--- src/design/emb_pkg.sv ---
`timescale 1ns / 1ps
package emb_pkg;

  // Action codes of an input word.
  localparam logic [1:0] ACT_MOVE  = 2'd0;
  localparam logic [1:0] ACT_PIXEL = 2'd1;
  localparam logic [1:0] ACT_CLEAR = 2'd2;

  // Configuration register indexes.
  localparam logic [2:0] REG_MAP_COLS    = 3'd0;
  localparam logic [2:0] REG_MAP_ROWS    = 3'd1;
  localparam logic [2:0] REG_OVERLAY_ON  = 3'd2;
  localparam logic [2:0] REG_OPACITY     = 3'd3;
  localparam logic [2:0] REG_SCREEN_COLS = 3'd4;
  localparam logic [2:0] REG_SCREEN_ROWS = 3'd5;

  // Headings.
  localparam logic [1:0] HD_N = 2'd0;
  localparam logic [1:0] HD_E = 2'd1;
  localparam logic [1:0] HD_S = 2'd2;
  localparam logic [1:0] HD_W = 2'd3;

  // Cell and marker colors.
  localparam logic [31:0] COL_UNEXP = 32'h8000_0000;
  localparam logic [31:0] COL_PARTY = 32'hFF00_FF00;
  localparam logic [31:0] COL_SEEN  = 32'hC040_4040;
  localparam logic [31:0] COL_MARK  = 32'hFFFF_FF00;

  localparam logic [8:0] OPACITY_MAX = 9'd256;
  localparam int         OVL_MARGIN  = 8;

  // Map size width (holds up to 64) and divider widths.
  localparam int MAP_W = 7;
  localparam int DVD_W = 13;
  localparam int DVS_W = 10;

  typedef enum logic [1:0] {
    DIV_CS = 2'd0,
    DIV_X  = 2'd1,
    DIV_Y  = 2'd2
  } div_sel_t;

  typedef struct packed {
    logic [5:0]  map_cols;
    logic [5:0]  map_rows;
    logic        overlay_on;
    logic [8:0]  opacity_q8;
    logic [11:0] screen_cols;
    logic [11:0] screen_rows;
  } cfg_t;

  typedef struct packed {
    logic     capture;
    logic     div_start;
    div_sel_t div_sel;
    logic     div_take;
    logic     mem_rd;
    logic     calc;
    logic     load_out;
    logic     mark;
    logic     clear;
    logic     cnt_zero;
  } cmd_t;

  typedef struct packed {
    logic [1:0] action;
    logic       div_done;
    logic       mark_last;
    logic       clr_last;
    logic       out_full;
  } sts_t;

  // Map size clamped to the range 1 .. limit.
  function automatic logic [MAP_W-1:0] eff_size(input logic [5:0] v,
                                                input logic [MAP_W-1:0] limit);
    logic [MAP_W-1:0] r;
    r = {1'b0, v};
    if (v == 6'd0) r = MAP_W'(1);
    else if (r > limit) r = limit;
    return r;
  endfunction

endpackage

--- src/design/emb_div.sv ---
`timescale 1ns / 1ps
module emb_div (
  input  logic                      clk,
  input  logic                      rst,
  input  logic                      start,
  input  logic [emb_pkg::DVD_W-1:0] dividend,
  input  logic [emb_pkg::DVS_W-1:0] divisor,
  output logic                      done,
  output logic [emb_pkg::DVD_W-1:0] quotient
);
  import emb_pkg::*;

  logic [DVS_W-1:0] rem;
  logic [DVS_W-1:0] dvs;
  logic [3:0]       cnt;
  logic             busy;
  logic [DVS_W:0]   shifted;
  logic [DVS_W:0]   trial;

  // One quotient bit per cycle, restoring.
  assign shifted = {rem, quotient[DVD_W-1]};
  assign trial   = shifted - {1'b0, dvs};

  always_ff @(posedge clk) begin
    if (rst) begin
      busy <= 1'b0;
      done <= 1'b0;
      cnt  <= '0;
    end else begin
      done <= 1'b0;
      if (start) begin
        busy <= 1'b1;
        cnt  <= 4'(DVD_W);
      end else if (busy) begin
        cnt <= cnt - 4'd1;
        if (cnt == 4'd1) begin
          busy <= 1'b0;
          done <= 1'b1;
        end
      end
    end
  end

  // Datapath of the divider.
  always_ff @(posedge clk) begin
    if (start) begin
      rem      <= '0;
      quotient <= dividend;
      dvs      <= divisor;
    end else if (busy) begin
      if (shifted >= {1'b0, dvs}) begin
        rem      <= trial[DVS_W-1:0];
        quotient <= {quotient[DVD_W-2:0], 1'b1};
      end else begin
        rem      <= shifted[DVS_W-1:0];
        quotient <= {quotient[DVD_W-2:0], 1'b0};
      end
    end
  end

endmodule

--- src/design/emb_ctrl.sv ---
`timescale 1ns / 1ps
module emb_ctrl (
  input  logic          clk,
  input  logic          rst,
  input  logic          in_valid,
  output logic          in_ready,
  input  emb_pkg::sts_t sts,
  output emb_pkg::cmd_t cmd
);
  import emb_pkg::*;

  typedef enum logic [11:0] {
    S_CLR  = 12'b0000_0000_0001,
    S_IDLE = 12'b0000_0000_0010,
    S_DISP = 12'b0000_0000_0100,
    S_MARK = 12'b0000_0000_1000,
    S_DCS  = 12'b0000_0001_0000,
    S_DX0  = 12'b0000_0010_0000,
    S_DX   = 12'b0000_0100_0000,
    S_DY0  = 12'b0000_1000_0000,
    S_DY   = 12'b0001_0000_0000,
    S_RD   = 12'b0010_0000_0000,
    S_CALC = 12'b0100_0000_0000,
    S_OUT  = 12'b1000_0000_0000
  } state_t;

  state_t state;
  state_t state_next;

  assign in_ready = (state == S_IDLE);

  always_ff @(posedge clk) begin
    if (rst) begin
      state <= S_CLR;
    end else begin
      state <= state_next;
    end
  end

  // Sequencing of words and commands to the datapath.
  always_comb begin
    state_next = state;
    cmd        = '0;
    cmd.div_sel = DIV_CS;
    case (state)
      S_CLR: begin
        cmd.clear = 1'b1;
        if (sts.clr_last) begin
          cmd.cnt_zero = 1'b1;
          state_next   = S_IDLE;
        end
      end
      S_IDLE: begin
        if (in_valid) begin
          cmd.capture = 1'b1;
          state_next  = S_DISP;
        end
      end
      S_DISP: begin
        case (sts.action)
          ACT_MOVE:  state_next = S_MARK;
          ACT_CLEAR: state_next = S_CLR;
          ACT_PIXEL: begin
            cmd.div_start = 1'b1;
            state_next    = S_DCS;
          end
          default:   state_next = S_IDLE;
        endcase
      end
      S_MARK: begin
        cmd.mark = 1'b1;
        if (sts.mark_last) begin
          cmd.cnt_zero = 1'b1;
          state_next   = S_IDLE;
        end
      end
      S_DCS: begin
        if (sts.div_done) begin
          cmd.div_take = 1'b1;
          state_next   = S_DX0;
        end
      end
      S_DX0: begin
        cmd.div_sel   = DIV_X;
        cmd.div_start = 1'b1;
        state_next    = S_DX;
      end
      S_DX: begin
        cmd.div_sel = DIV_X;
        if (sts.div_done) begin
          cmd.div_take = 1'b1;
          state_next   = S_DY0;
        end
      end
      S_DY0: begin
        cmd.div_sel   = DIV_Y;
        cmd.div_start = 1'b1;
        state_next    = S_DY;
      end
      S_DY: begin
        cmd.div_sel = DIV_Y;
        if (sts.div_done) begin
          cmd.div_take = 1'b1;
          state_next   = S_RD;
        end
      end
      S_RD: begin
        cmd.mem_rd = 1'b1;
        state_next = S_CALC;
      end
      S_CALC: begin
        cmd.calc   = 1'b1;
        state_next = S_OUT;
      end
      S_OUT: begin
        if (!sts.out_full) begin
          cmd.load_out = 1'b1;
          state_next   = S_IDLE;
        end
      end
      default: state_next = S_CLR;
    endcase
  end

endmodule

--- src/design/emb_dp.sv ---
`timescale 1ns / 1ps
module emb_dp #(
  parameter int MAX_MAP      = 32,
  parameter int OVERLAY_SIZE = 128
) (
  input  logic          clk,
  input  logic          rst,
  input  emb_pkg::cfg_t cfg,
  input  emb_pkg::cmd_t cmd,
  output emb_pkg::sts_t sts,
  input  logic [1:0]    action,
  input  logic [4:0]    party_col,
  input  logic [4:0]    party_row,
  input  logic [1:0]    party_heading,
  input  logic [11:0]   pixel_col,
  input  logic [11:0]   pixel_row,
  input  logic [31:0]   backdrop,
  input  logic          out_ready,
  output logic          out_valid,
  output logic [31:0]   pixel_out,
  output logic          touched
);
  import emb_pkg::*;

  localparam int DEPTH = MAX_MAP * MAX_MAP;
  localparam int AW    = (DEPTH > 1) ? $clog2(DEPTH) : 1;
  localparam int CNTW  = $clog2(DEPTH + 1);
  localparam logic signed [13:0] OX_OFF = 14'(OVERLAY_SIZE + OVL_MARGIN);

  logic mem [DEPTH];
  logic rbit;

  logic [1:0]       act_q;
  logic [4:0]       party_col_reg;
  logic [4:0]       party_row_reg;
  logic [1:0]       heading_reg;
  logic [11:0]      x_q;
  logic [11:0]      y_q;
  logic [31:0]      bg_q;
  logic [CNTW-1:0]  cnt;
  logic [2:0]       mk;
  logic [DVS_W-1:0] cs_q;
  logic [DVD_W-1:0] mx_q;
  logic [DVD_W-1:0] my_q;
  logic             ov_q;
  logic             hit_q;
  logic [8:0]       a_q;
  logic [23:0]      fg_q;

  logic [MAP_W-1:0] w;
  logic [MAP_W-1:0] h;
  logic             gate;
  logic signed [13:0] ox;
  logic signed [13:0] dxs;
  logic             x_ge;
  logic             y_ge;
  logic [11:0]      dy12;
  logic [DVD_W-1:0] dvd;
  logic [DVS_W-1:0] dvs;
  logic             div_done;
  logic [DVD_W-1:0] quo;

  assign w    = eff_size(cfg.map_cols, MAP_W'(MAX_MAP));
  assign h    = eff_size(cfg.map_rows, MAP_W'(MAX_MAP));
  assign gate = cfg.overlay_on && (x_q < cfg.screen_cols) && (y_q < cfg.screen_rows);

  // Overlay origin and offsets into it.
  assign ox   = $signed({2'b00, cfg.screen_cols}) - OX_OFF;
  assign dxs  = $signed({2'b00, x_q}) - ox;
  assign x_ge = ($signed({2'b00, x_q}) >= ox);
  assign y_ge = (y_q >= 12'(OVL_MARGIN));
  assign dy12 = y_q - 12'(OVL_MARGIN);

  // Divider operand selection.
  always_comb begin
    case (cmd.div_sel)
      DIV_CS: begin
        dvd = DVD_W'(OVERLAY_SIZE);
        dvs = DVS_W'(w);
      end
      DIV_X: begin
        dvd = x_ge ? dxs[DVD_W-1:0] : '0;
        dvs = cs_q;
      end
      DIV_Y: begin
        dvd = y_ge ? {1'b0, dy12} : '0;
        dvs = cs_q;
      end
      default: begin
        dvd = '0;
        dvs = DVS_W'(1);
      end
    endcase
  end

  emb_div u_div (
    .clk      (clk),
    .rst      (rst),
    .start    (cmd.div_start),
    .dividend (dvd),
    .divisor  (dvs),
    .done     (div_done),
    .quotient (quo)
  );

  // Input capture and party state.
  always_ff @(posedge clk) begin
    if (rst) begin
      party_col_reg <= '0;
      party_row_reg <= '0;
      heading_reg   <= '0;
    end else if (cmd.capture && action == ACT_MOVE) begin
      party_col_reg <= party_col;
      party_row_reg <= party_row;
      heading_reg   <= party_heading;
    end
  end

  always_ff @(posedge clk) begin
    if (cmd.capture) begin
      act_q <= action;
      x_q   <= pixel_col;
      y_q   <= pixel_row;
      bg_q  <= backdrop;
    end
  end

  // Sweep and mark counters.
  always_ff @(posedge clk) begin
    if (rst || cmd.cnt_zero) begin
      cnt <= '0;
      mk  <= '0;
    end else begin
      if (cmd.clear) cnt <= cnt + CNTW'(1);
      if (cmd.mark)  mk  <= mk + 3'd1;
    end
  end

  // Cell picked by the mark step: center, left, right, up, down.
  logic [MAP_W-1:0] pc7;
  logic [MAP_W-1:0] pr7;
  logic [MAP_W-1:0] tc;
  logic [MAP_W-1:0] tr;
  logic             m_ok;
  logic [13:0]      wa_full;

  assign pc7 = {2'b00, party_col_reg};
  assign pr7 = {2'b00, party_row_reg};

  always_comb begin
    tc   = pc7;
    tr   = pr7;
    m_ok = 1'b1;
    case (mk)
      3'd1: begin
        tc   = pc7 - MAP_W'(1);
        m_ok = (pc7 != '0);
      end
      3'd2: begin
        tc   = pc7 + MAP_W'(1);
        m_ok = (pc7 < w - MAP_W'(1));
      end
      3'd3: begin
        tr   = pr7 - MAP_W'(1);
        m_ok = (pr7 != '0);
      end
      3'd4: begin
        tr   = pr7 + MAP_W'(1);
        m_ok = (pr7 < h - MAP_W'(1));
      end
      default: m_ok = 1'b1;
    endcase
    m_ok = m_ok && (tc < w) && (tr < h);
  end

  assign wa_full = 14'(tr) * 14'(MAX_MAP) + 14'(tc);

  // Explored bitmap.
  logic [13:0] ra_full;
  assign ra_full = 14'(my_q[MAP_W-1:0]) * 14'(MAX_MAP) + 14'(mx_q[MAP_W-1:0]);

  always_ff @(posedge clk) begin
    if (cmd.clear) begin
      mem[cnt[AW-1:0]] <= 1'b0;
    end else if (cmd.mark && m_ok) begin
      mem[wa_full[AW-1:0]] <= 1'b1;
    end
    if (cmd.mem_rd) begin
      rbit <= mem[ra_full[AW-1:0]];
    end
  end

  // Quotient capture.
  always_ff @(posedge clk) begin
    if (div_done && cmd.div_take) begin
      case (cmd.div_sel)
        DIV_CS:  cs_q <= (quo == '0) ? DVS_W'(1) : quo[DVS_W-1:0];
        DIV_X:   mx_q <= quo;
        DIV_Y:   my_q <= quo;
        default: cs_q <= cs_q;
      endcase
    end
  end

  // Marker position one cell ahead of the party cell center.
  logic [14:0]        pcs;
  logic [14:0]        prs;
  logic signed [17:0] csx;
  logic signed [17:0] half;
  logic signed [17:0] ax;
  logic signed [17:0] ay;
  logic signed [17:0] stx;
  logic signed [17:0] sty;

  assign pcs  = 15'(party_col_reg) * 15'(cs_q);
  assign prs  = 15'(party_row_reg) * 15'(cs_q);
  assign csx  = $signed({8'b0, cs_q});
  assign half = $signed({9'b0, cs_q[DVS_W-1:1]});
  assign stx  = (heading_reg == HD_E) ? csx : (heading_reg == HD_W) ? -csx : 18'sd0;
  assign sty  = (heading_reg == HD_S) ? csx : (heading_reg == HD_N) ? -csx : 18'sd0;
  assign ax   = 18'(ox) + $signed({3'b000, pcs}) + half + stx;
  assign ay   = 18'(OVL_MARGIN) + $signed({3'b000, prs}) + half + sty;

  // Cell color and blend weight.
  logic        in_ov;
  logic [31:0] color;
  logic [8:0]  op;
  logic [16:0] v;
  logic [16:0] vr;

  assign in_ov = gate && x_ge && y_ge && (mx_q < DVD_W'(w)) && (my_q < DVD_W'(h));

  always_comb begin
    if (!rbit) color = COL_UNEXP;
    else if (mx_q == DVD_W'(party_col_reg) && my_q == DVD_W'(party_row_reg)) color = COL_PARTY;
    else color = COL_SEEN;
  end

  assign op = (cfg.opacity_q8 > OPACITY_MAX) ? OPACITY_MAX : cfg.opacity_q8;
  assign v  = 17'(color[31:24]) * 17'(op);
  // Divide by 255: exact for values below 65535.
  assign vr = v + (v >> 8) + 17'd1;

  always_ff @(posedge clk) begin
    if (cmd.calc) begin
      ov_q  <= in_ov;
      hit_q <= gate && ($signed({6'b0, x_q}) == ax) && ($signed({6'b0, y_q}) == ay);
      a_q   <= vr[16:8];
      fg_q  <= color[23:0];
    end
  end

  // Channel blend.
  logic [8:0]  na;
  logic [16:0] ch0;
  logic [16:0] ch1;
  logic [16:0] ch2;
  logic [31:0] blend;

  assign na  = OPACITY_MAX - a_q;
  assign ch0 = 17'(fg_q[7:0])   * 17'(a_q) + 17'(bg_q[7:0])   * 17'(na);
  assign ch1 = 17'(fg_q[15:8])  * 17'(a_q) + 17'(bg_q[15:8])  * 17'(na);
  assign ch2 = 17'(fg_q[23:16]) * 17'(a_q) + 17'(bg_q[23:16]) * 17'(na);
  assign blend = {8'hFF, ch2[15:8], ch1[15:8], ch0[15:8]};

  // Output register.
  always_ff @(posedge clk) begin
    if (rst) begin
      out_valid <= 1'b0;
    end else if (cmd.load_out) begin
      out_valid <= 1'b1;
    end else if (out_ready) begin
      out_valid <= 1'b0;
    end
  end

  always_ff @(posedge clk) begin
    if (cmd.load_out) begin
      pixel_out <= hit_q ? COL_MARK : (ov_q ? blend : bg_q);
      touched   <= hit_q | ov_q;
    end
  end

  assign sts.action    = act_q;
  assign sts.div_done  = div_done;
  assign sts.mark_last = (mk == 3'd4);
  assign sts.clr_last  = (cnt == CNTW'(DEPTH - 1));
  assign sts.out_full  = out_valid && !out_ready;

endmodule

--- src/design/explored_map_overlay_blender.sv ---
`timescale 1ns / 1ps
// A pixel word passes through three runs of the shared serial divider (cell size, column,
// row), a bitmap read and a blend before its result is loaded; in_ready rises again
// together with out_valid. A move word marks the party cell and those of its four
// neighbours inside the map; a clear word sweeps the bitmap clear. Throughput is one word
// at a time; a result not yet taken holds the next pixel word. Reset is synchronous; after
// it the bitmap is swept clear before in_ready rises; configuration writes are taken meanwhile.
module explored_map_overlay_blender #(
  parameter int MAX_MAP      = 32,
  parameter int OVERLAY_SIZE = 128
) (
  input  logic        clk,
  input  logic        rst,
  input  logic        in_valid,
  output logic        in_ready,
  input  logic [1:0]  action,
  input  logic [4:0]  party_col,
  input  logic [4:0]  party_row,
  input  logic [1:0]  party_heading,
  input  logic [11:0] pixel_col,
  input  logic [11:0] pixel_row,
  input  logic [31:0] backdrop,
  output logic        out_valid,
  input  logic        out_ready,
  output logic [31:0] pixel_out,
  output logic        touched,
  input  logic        cfg_valid,
  output logic        cfg_ready,
  input  logic [2:0]  cfg_index,
  input  logic [11:0] cfg_data
);
  import emb_pkg::*;

  cfg_t cfg;
  cmd_t cmd;
  sts_t sts;

  assign cfg_ready = 1'b1;

  // Configuration registers.
  always_ff @(posedge clk) begin
    if (rst) begin
      cfg.map_cols    <= 6'd32;
      cfg.map_rows    <= 6'd32;
      cfg.overlay_on  <= 1'b1;
      cfg.opacity_q8  <= 9'd154;
      cfg.screen_cols <= 12'd320;
      cfg.screen_rows <= 12'd200;
    end else if (cfg_valid) begin
      case (cfg_index)
        REG_MAP_COLS:    cfg.map_cols    <= cfg_data[5:0];
        REG_MAP_ROWS:    cfg.map_rows    <= cfg_data[5:0];
        REG_OVERLAY_ON:  cfg.overlay_on  <= cfg_data[0];
        REG_OPACITY:     cfg.opacity_q8  <= cfg_data[8:0];
        REG_SCREEN_COLS: cfg.screen_cols <= cfg_data;
        REG_SCREEN_ROWS: cfg.screen_rows <= cfg_data;
        default:         cfg.map_cols    <= cfg.map_cols;
      endcase
    end
  end

  emb_ctrl u_ctrl (
    .clk      (clk),
    .rst      (rst),
    .in_valid (in_valid),
    .in_ready (in_ready),
    .sts      (sts),
    .cmd      (cmd)
  );

  emb_dp #(
    .MAX_MAP      (MAX_MAP),
    .OVERLAY_SIZE (OVERLAY_SIZE)
  ) u_dp (
    .clk           (clk),
    .rst           (rst),
    .cfg           (cfg),
    .cmd           (cmd),
    .sts           (sts),
    .action        (action),
    .party_col     (party_col),
    .party_row     (party_row),
    .party_heading (party_heading),
    .pixel_col     (pixel_col),
    .pixel_row     (pixel_row),
    .backdrop      (backdrop),
    .out_ready     (out_ready),
    .out_valid     (out_valid),
    .pixel_out     (pixel_out),
    .touched       (touched)
  );

  // A touched pixel always carries an opaque alpha byte.
  a_touched_opaque: assert property (@(posedge clk) disable iff (rst)
    out_valid && touched |-> pixel_out[31:24] == 8'hFF)
    else $error("touched pixel without opaque alpha");

  // With the overlay off nothing is drawn.
  a_off_untouched: assert property (@(posedge clk) disable iff (rst)
    out_valid && !cfg.overlay_on |-> !touched)
    else $error("pixel touched while overlay is off");

  // An accepted word always keeps the block busy in the next cycle.
  a_busy_after_accept: assert property (@(posedge clk) disable iff (rst)
    in_valid && in_ready |=> !in_ready)
    else $error("word accepted back to back");

endmodule
--- config.mk ---
export PLATFORM = sky130hd
export DESIGN_NAME = explored_map_overlay_blender
export DESIGN_NICKNAME = d
export VERILOG_FILES = /design/src/design/emb_pkg.sv /design/src/design/emb_div.sv /design/src/design/emb_ctrl.sv /design/src/design/emb_dp.sv /design/src/design/explored_map_overlay_blender.sv
export SDC_FILE = /design/constraint.sdc
export NUM_CORES = 2
export LEC_CHECK = 0
export BUFFER_PORTS_ARGS = -buffer_cell sky130_fd_sc_hd__buf_2
export CORE_UTILIZATION = 50
export DETAILED_ROUTE_END_ITERATION = 7
export PLACE_DENSITY = 0.66
export RECOVER_POWER = 25
export SLEW_MARGIN = 20
export SYNTH_ARGS = -nofsm -noshare
export SYNTH_HDL_FRONTEND = slang
export SYNTH_SLANG_ARGS = --single-unit
--- constraint.sdc ---
create_clock -name clk -period 12.95 [get_ports clk]
set_input_delay 1.295 -clock clk [delete_from_list [all_inputs] [get_ports clk]]
set_output_delay 1.295 -clock clk [all_outputs]
set_load 0.02 [all_outputs]
== Yosys cells after proc, flatten, opt, wreduce, memory -nomap -nowiden ==
Memory sizes are Yosys's and may differ from the RTL's. A register that Yosys moved wholly into a read port is not among the register bits.
Cells that the tools add are included.
Widths: inputs -> output; s select.
Storage, ports and cells
  memory bits (writable): 1024
  logic and storage cells: 241
  register bits: 286
  memories: 1
  input bits: 90
  output and inout bits: 36
Operators by class
  eq/ne operators: 41
  muxes and demuxes: 64
  $add $sub $neg: 28
  multipliers: 9
  order comparisons: 14
  reductions and logical operators: 48
  bitwise logic cells: 2
Memories
  u_dp.mem: words 1024, width 1, rd ports 1, clocked after memory_dff 1, write ports 1, line emb_dp.sv:30  | logic mem [DEPTH];
Operators with widths (count)
  $pmux 12 s12: 1
  $mul 8x9->16: 6
  $mux 12: 8
  $mux 18: 4
  $add 16x16->16: 3
  $mux 13: 3
  $pmux 13 s3: 1
  $add 18x10->18: 2
  $add 18x18->18: 2
  $eq 13x18->1: 2
  $mux 32: 1
  $mul 5x10->15: 2
  $mux 30: 1
  $pmux 7 s2: 2
  $mux 1: 27
  $eq 13x5->1: 2
  $lt 12x12->1: 2
  $mux 24: 1
  $add 10x7->10: 2
  $mux 10: 2
  $pmux 10 s2: 1
  $mux 6: 3
  $neg 10->18: 1
  $reduce_and 2->1: 9
  other kinds (70): 118

== Depth between registers and ports, before layout ==
  word-level depth: 14
  depth in mapped cells: 39
  mapped depth without buffers: 37

== Modules after synthesis ==
A second synthesis with hierarchy kept.
Unflattened totals
  cells, all modules: 6480
  area total of the unflattened synthesis: 76962.6 um^2
By module, submodules not included
  emb_dp: area an instance 72107.9 um^2, cells an instance 6010, seq. area each 35554.1 um^2, instances 1
  emb_div: area an instance 2048.2 um^2, cells an instance 184, seq. area each 1011.0 um^2, instances 1
  explored_map_overlay_blender: area an instance 1908.1 um^2, cells an instance 181, seq. area each 920.9 um^2, instances 1
  emb_ctrl: area an instance 898.4 um^2, cells an instance 105, seq. area each 240.2 um^2, instances 1

== Worst setup path before layout ==
No wires, ideal clock.
  path kind: reg2reg
  start: register u_dp.mk[0]
  end: memory u_dp.mem[744] (enable)
  cell stages (with the launch flop): 22
  library setup time: 0.301 ns
  setup slack: 1.575 ns
  path buffers: 4
  period minus slack after synthesis: 11.375 ns
  data arrival time: 11.074 ns
  required time: 12.649 ns
  cell sequence: dfxtp_1 -> inv_1 -> ha_1 -> nor2b_1 -> clkbuf_1 -> nor3_1 -> a22oi_1 -> nor2_1 -> a211o_1 -> clkbuf_1 -> inv_1 -> ha_1 -> o21ai_0 -> a21oi_1 -> o31ai_4 -> nand4_2 -> inv_2 -> buf_4 -> buf_2 -> a21oi_1 -> or2_2 -> nor2_1
On the way
  word-level cells in the longest chain between the ends: 11
  elaborated cells on any way between the ends: 19
  classes of those cells: add/sub: 1; order compare: 2; eq/ne: 4; mux: 8; reduce/logical: 4
Ends and longest elaborated chain
  start, declared: line emb_dp.sv:41  | logic [2:0] mk;
  start signal, assigned: line emb_dp.sv:135  | if (cmd.mark) mk <= mk + 3'd1;
  $eq 3x2->1 / $eq 3x1->1 (equally long branches): line emb_dp.sv:154  | case (mk)
  $pmux 7 s2: line emb_dp.sv:154
  $lt 7x6->1: line emb_dp.sv:173  | m_ok = m_ok && (tc < w) && (tr < h);
  $logic_and 1x1->1 (2 in a row): line emb_dp.sv:173
  $logic_and 1x1->1: line emb_dp.sv:185  | end else if (cmd.mark && m_ok) begin
  $mux 1: line emb_dp.sv:185
  $mux 1: line emb_dp.sv:183  | if (cmd.clear) begin
  $mux 1 (not written as such): line emb_dp.sv:186  | mem[wa_full[AW-1:0]] <= 1'b1;
  $reduce_or 1->1 (no line)
  $mux 10 (no line) / $mux 1 (equally long branches)
  end, declared: line emb_dp.sv:30
Several ways; a longest one is shown, not always the timed one.

== Worst setup path after layout ==
  start: register u_dp.party_col_reg[4]
  end: register u_dp.hit_q (data pin)
On the way
  word-level cells in the longest chain between the ends: 7
Ends and longest elaborated chain
  start, declared: line emb_dp.sv:34  | logic [4:0] party_col_reg;
  start signal, assigned: line emb_dp.sv:113  | party_col_reg <= party_col;
  $mul 5x10->15: line emb_dp.sv:215  | assign pcs = 15'(party_col_reg) * 15'(cs_q);
  $add 13x16->17: line emb_dp.sv:221  | assign ax = 18'(ox) + $signed({3'b000, pcs}) + half + stx;
  $add 18x10->18: line emb_dp.sv:221
  $add 18x18->18: line emb_dp.sv:221
  $eq 13x18->1: line emb_dp.sv:247  | hit_q <= gate && ($signed({6'b0, x_q}) == ax) && ($signed({6'b0, y_q}) == ay);
  $logic_and 1x1->1 (2 in a row): line emb_dp.sv:247
  end signal, assigned: line emb_dp.sv:247
  end, declared: line emb_dp.sv:46  | logic hit_q;
No other way between the ends.
A chain may end at the register's enable or synchronous reset.

==> reports/metrics.yaml <==
drt:
  wl_mm: 199
  detail_route.vias_per_cell: 5.89
  detail_route.iter0.violations: 5062
  route.detailed.wl_per_inst_um: 23.4
  drc_errors: 0
  final_antenna_net_count: 0
  first_pass_iters: 7
  detailroute.via_count: 50200
floorplan:
  die_h_um: 395
  die-area_mm2: 0.156
  core_region_area_mm2: 0.152
  row_count: 143
  initial_core_util: 0.506
  chipWidth_um: 395
  boundaryPins: 126
timing:
  timing.hold.ws_ns: 0.453
  finalClockSkew_ns: 0.0393
  max_fclk_mhz: 108
  post_route_fraction_of_the_period_consumed_by_the_critical_path: 0.712
  timing.max_slew.rel_slack: -1.57
  setup_viol: 0
  finalSetupTns_ns: 0
  timing_worst_slew_pin_value_ns: 3.85
  rsz_0062_raised_after_global_routing: "no"
  finalMaxSlewViolations: 306
  period_minus_slack_ns: 9.22
  number_of_failing_hold_endpoints_at_the_final_stage: 0
clock_network:
  cts.htree.levels: 4
  hold_buffers: 0
  number_of_buffers_on_the_longest_clock_path: 3
  clock-sinks: 1290
  cts_tree: "done"
  post-cts-setup-buffers: 0
  clk_root_buffer_cell: "sky130_fd_sc_hd__clkbuf_16"
  clk-insertion-delay-late_ns: 0.80
  clkSlewWorstSetupHoldPaths_ns: 0.07
  post_cts_resize_count: 0
  cts_buffer_count: 140
synth:
  ys_ff_latch: 1290
  postSynth.asyncResetShare: 0
  post_synth_inst_count: 6467
  sequential_fraction_of_the_synthesis_area: 0.489
  syn_nets: 7291
  synth_warnings: 0
  synthDominantCellAreaShare: 0.463
  postSynth.topFlopCell: "sky130_fd_sc_hd__edfxtp_1"
  yosys_top_cell_by_area: "sky130_fd_sc_hd__edfxtp_1"
  post_synth_instance_area_mm2: 0.0771
  count_of_flip_flops_with_a_built_in_enable_after_synthesis: 1189
  syn_avg_cell_area_um2: 11.9
  netlist_top_cells_area: "sky130_fd_sc_hd__edfxtp_1, sky130_fd_sc_hd__fa_1, sky130_fd_sc_hd__mux4_2"
  ys_types: 97
min_path:
  hold_path.class: "flip-flop to flip-flop"
grt:
  via_count_of_the_first_global_routing_pass: 51000
  first_pass_grt_wire_length_mm: 306
  all_layer_gr_usage: 0.258
  overflow: 0
  grt_start_max_net_pins: 137
  grt_antenna_before_repair: 1
final_layout:
  synthesis_to_finish_area_growth_pct: 8.56
  final_core_utilization: 0.549
  layoutNonFillerInstCount: 8529
  final_common_cell: "sky130_fd_sc_hd__edfxtp_1"
  num_antenna_cells: 0
  drive_above_1_share: 0.132
  layout.cells.most_common_list: "sky130_fd_sc_hd__edfxtp_1, sky130_fd_sc_hd__nor2_1, sky130_fd_sc_hd__inv_1"
  nNetsFinal: 7219
  largest_reg_flops: 1024
power:
  max-vdd-ir-drop_uv: 166
  cellLeakagePower_nw: 28.6
  power_density_mw_per_mm2: 105
run:
  max_cap_violations: 9
setup_path:
  critical_path.max_fanout: 18
  worst-setup-path-type: "flip-flop to flip-flop"
  data_required_critical_path_ns: 13.54
  worst_path_max_delay_cell: "sky130_fd_sc_hd__dfxtp_1"
  timing.critical_path.to_type: "flip-flop"
  worst_ep_arrival_ns: 9.81
  crit_top_cell: "sky130_fd_sc_hd__ha_1"
  crit_path_max_incr_delay_ns: 0.78
  startpoint_type: "flip-flop"
placement:
  place.gp.congestion: 0.914
  dpl.cell_count: 8283
  dpl.hpwl_mm: 127
  port_buffers: 124
outcome:
  run_status: "finished with violations"
  failed_checks: "max-capacitance violations, max-slew violations"
cells in the mapped netlist, types with 66 or more instances:
cell / instances
sky130_fd_sc_hd__xor2_1: 66
sky130_fd_sc_hd__inv_1: 489
sky130_fd_sc_hd__nor2_1: 1106
sky130_fd_sc_hd__dfxtp_1: 101
sky130_fd_sc_hd__nor2_2: 136
sky130_fd_sc_hd__edfxtp_1: 1189
sky130_fd_sc_hd__o21ai_0: 92
sky130_fd_sc_hd__buf_2: 107
sky130_fd_sc_hd__nand2_1: 377
sky130_fd_sc_hd__ha_1: 413
sky130_fd_sc_hd__mux4_2: 256
sky130_fd_sc_hd__fa_1: 321
sky130_fd_sc_hd__clkbuf_1: 257
sky130_fd_sc_hd__a22oi_1: 97
sky130_fd_sc_hd__nor3_1: 80
sky130_fd_sc_hd__and2_1: 214
sky130_fd_sc_hd__xnor2_1: 154
sky130_fd_sc_hd__a21oi_1: 183
logic make-up after synthesis:
group / after synthesis / share of synthesized area
DFF: 1290 / 0.489
other: 1 / 0.0000486
and+or+nand+nor: 2250 / 0.136
buffers and inverters: 926 / 0.0512
adders and majority gates: 734 / 0.150
xor gates and xnor gates: 221 / 0.0252
AOI/OAI and AO/OA: 731 / 0.0650
muxes: 314 / 0.0833
power by group:
| group | leakage [nW] | switching, W | internal, W | total, W |
|---|---|---|---|---|
| clock network | 2.10 | 0.00171 | 0.00212 | 0.00383 |
| registers | 9.93 | 0.0000215 | 0.00450 | 0.00452 |
| logic | 16.6 | 0.000297 | 0.000109 | 0.000407 |
worst max-delay path: cells and delay by family, from the launching register on:
kind                       cells  cell delay [ns]
AOI/OAI and AO/OA             14             3.79
xor gates and xnor gates       1             0.15
DFF                            1             0.78
adders and majority gates      7             2.90
buffers and inverters          2             0.11
and+or+nand+nor                7             1.27
layout make-up:
type                       instances  area (um^2)
clock buffer                     175         3660
clock inverter                    71          729
fill                           12800        68700
inverter                         492         1850
multi-input combinational       4251        35900
sequential                      1290        37700
tap                             2030         2540
timing repair buffer             220         1290
routing by layer:
metal / GRT usage / vias to the layer above / wire [um]
met5: 0 / - / 0
met4: 0.0868 / 0 / 6080
met3: 0.0452 / 340 / 15700
met2: 0.422 / 1872 / 95800
met1: 0.350 / 25400 / 81900
li1: - / 22600 / -
through the flow:
stage	power [W]	setup slack [ns]	cell area, um^2
detailed placement	0.00502	3.79	79500
global route	0.00901	2.96	83700
global placement	0.00501	3.97	79500
CTS	0.00883	3.74	83800
floorplan	0.00484	1.58	77100
finish	0.00876	3.73	83700
worst paths after layout:
kind	startpoint	endpoint	slack, ns	cells after the start
max	u_dp.party_col_reg[4]	u_dp.hit_q	3.73	31
min	u_dp.cnt[10]	u_dp.cnt[10]	0.45	2
max reg2reg	u_dp.party_col_reg[4]	u_dp.hit_q	3.73	31
min reg2reg	u_dp.cnt[10]	u_dp.cnt[10]	0.45	2
Power figures use the tool's default switching activity.
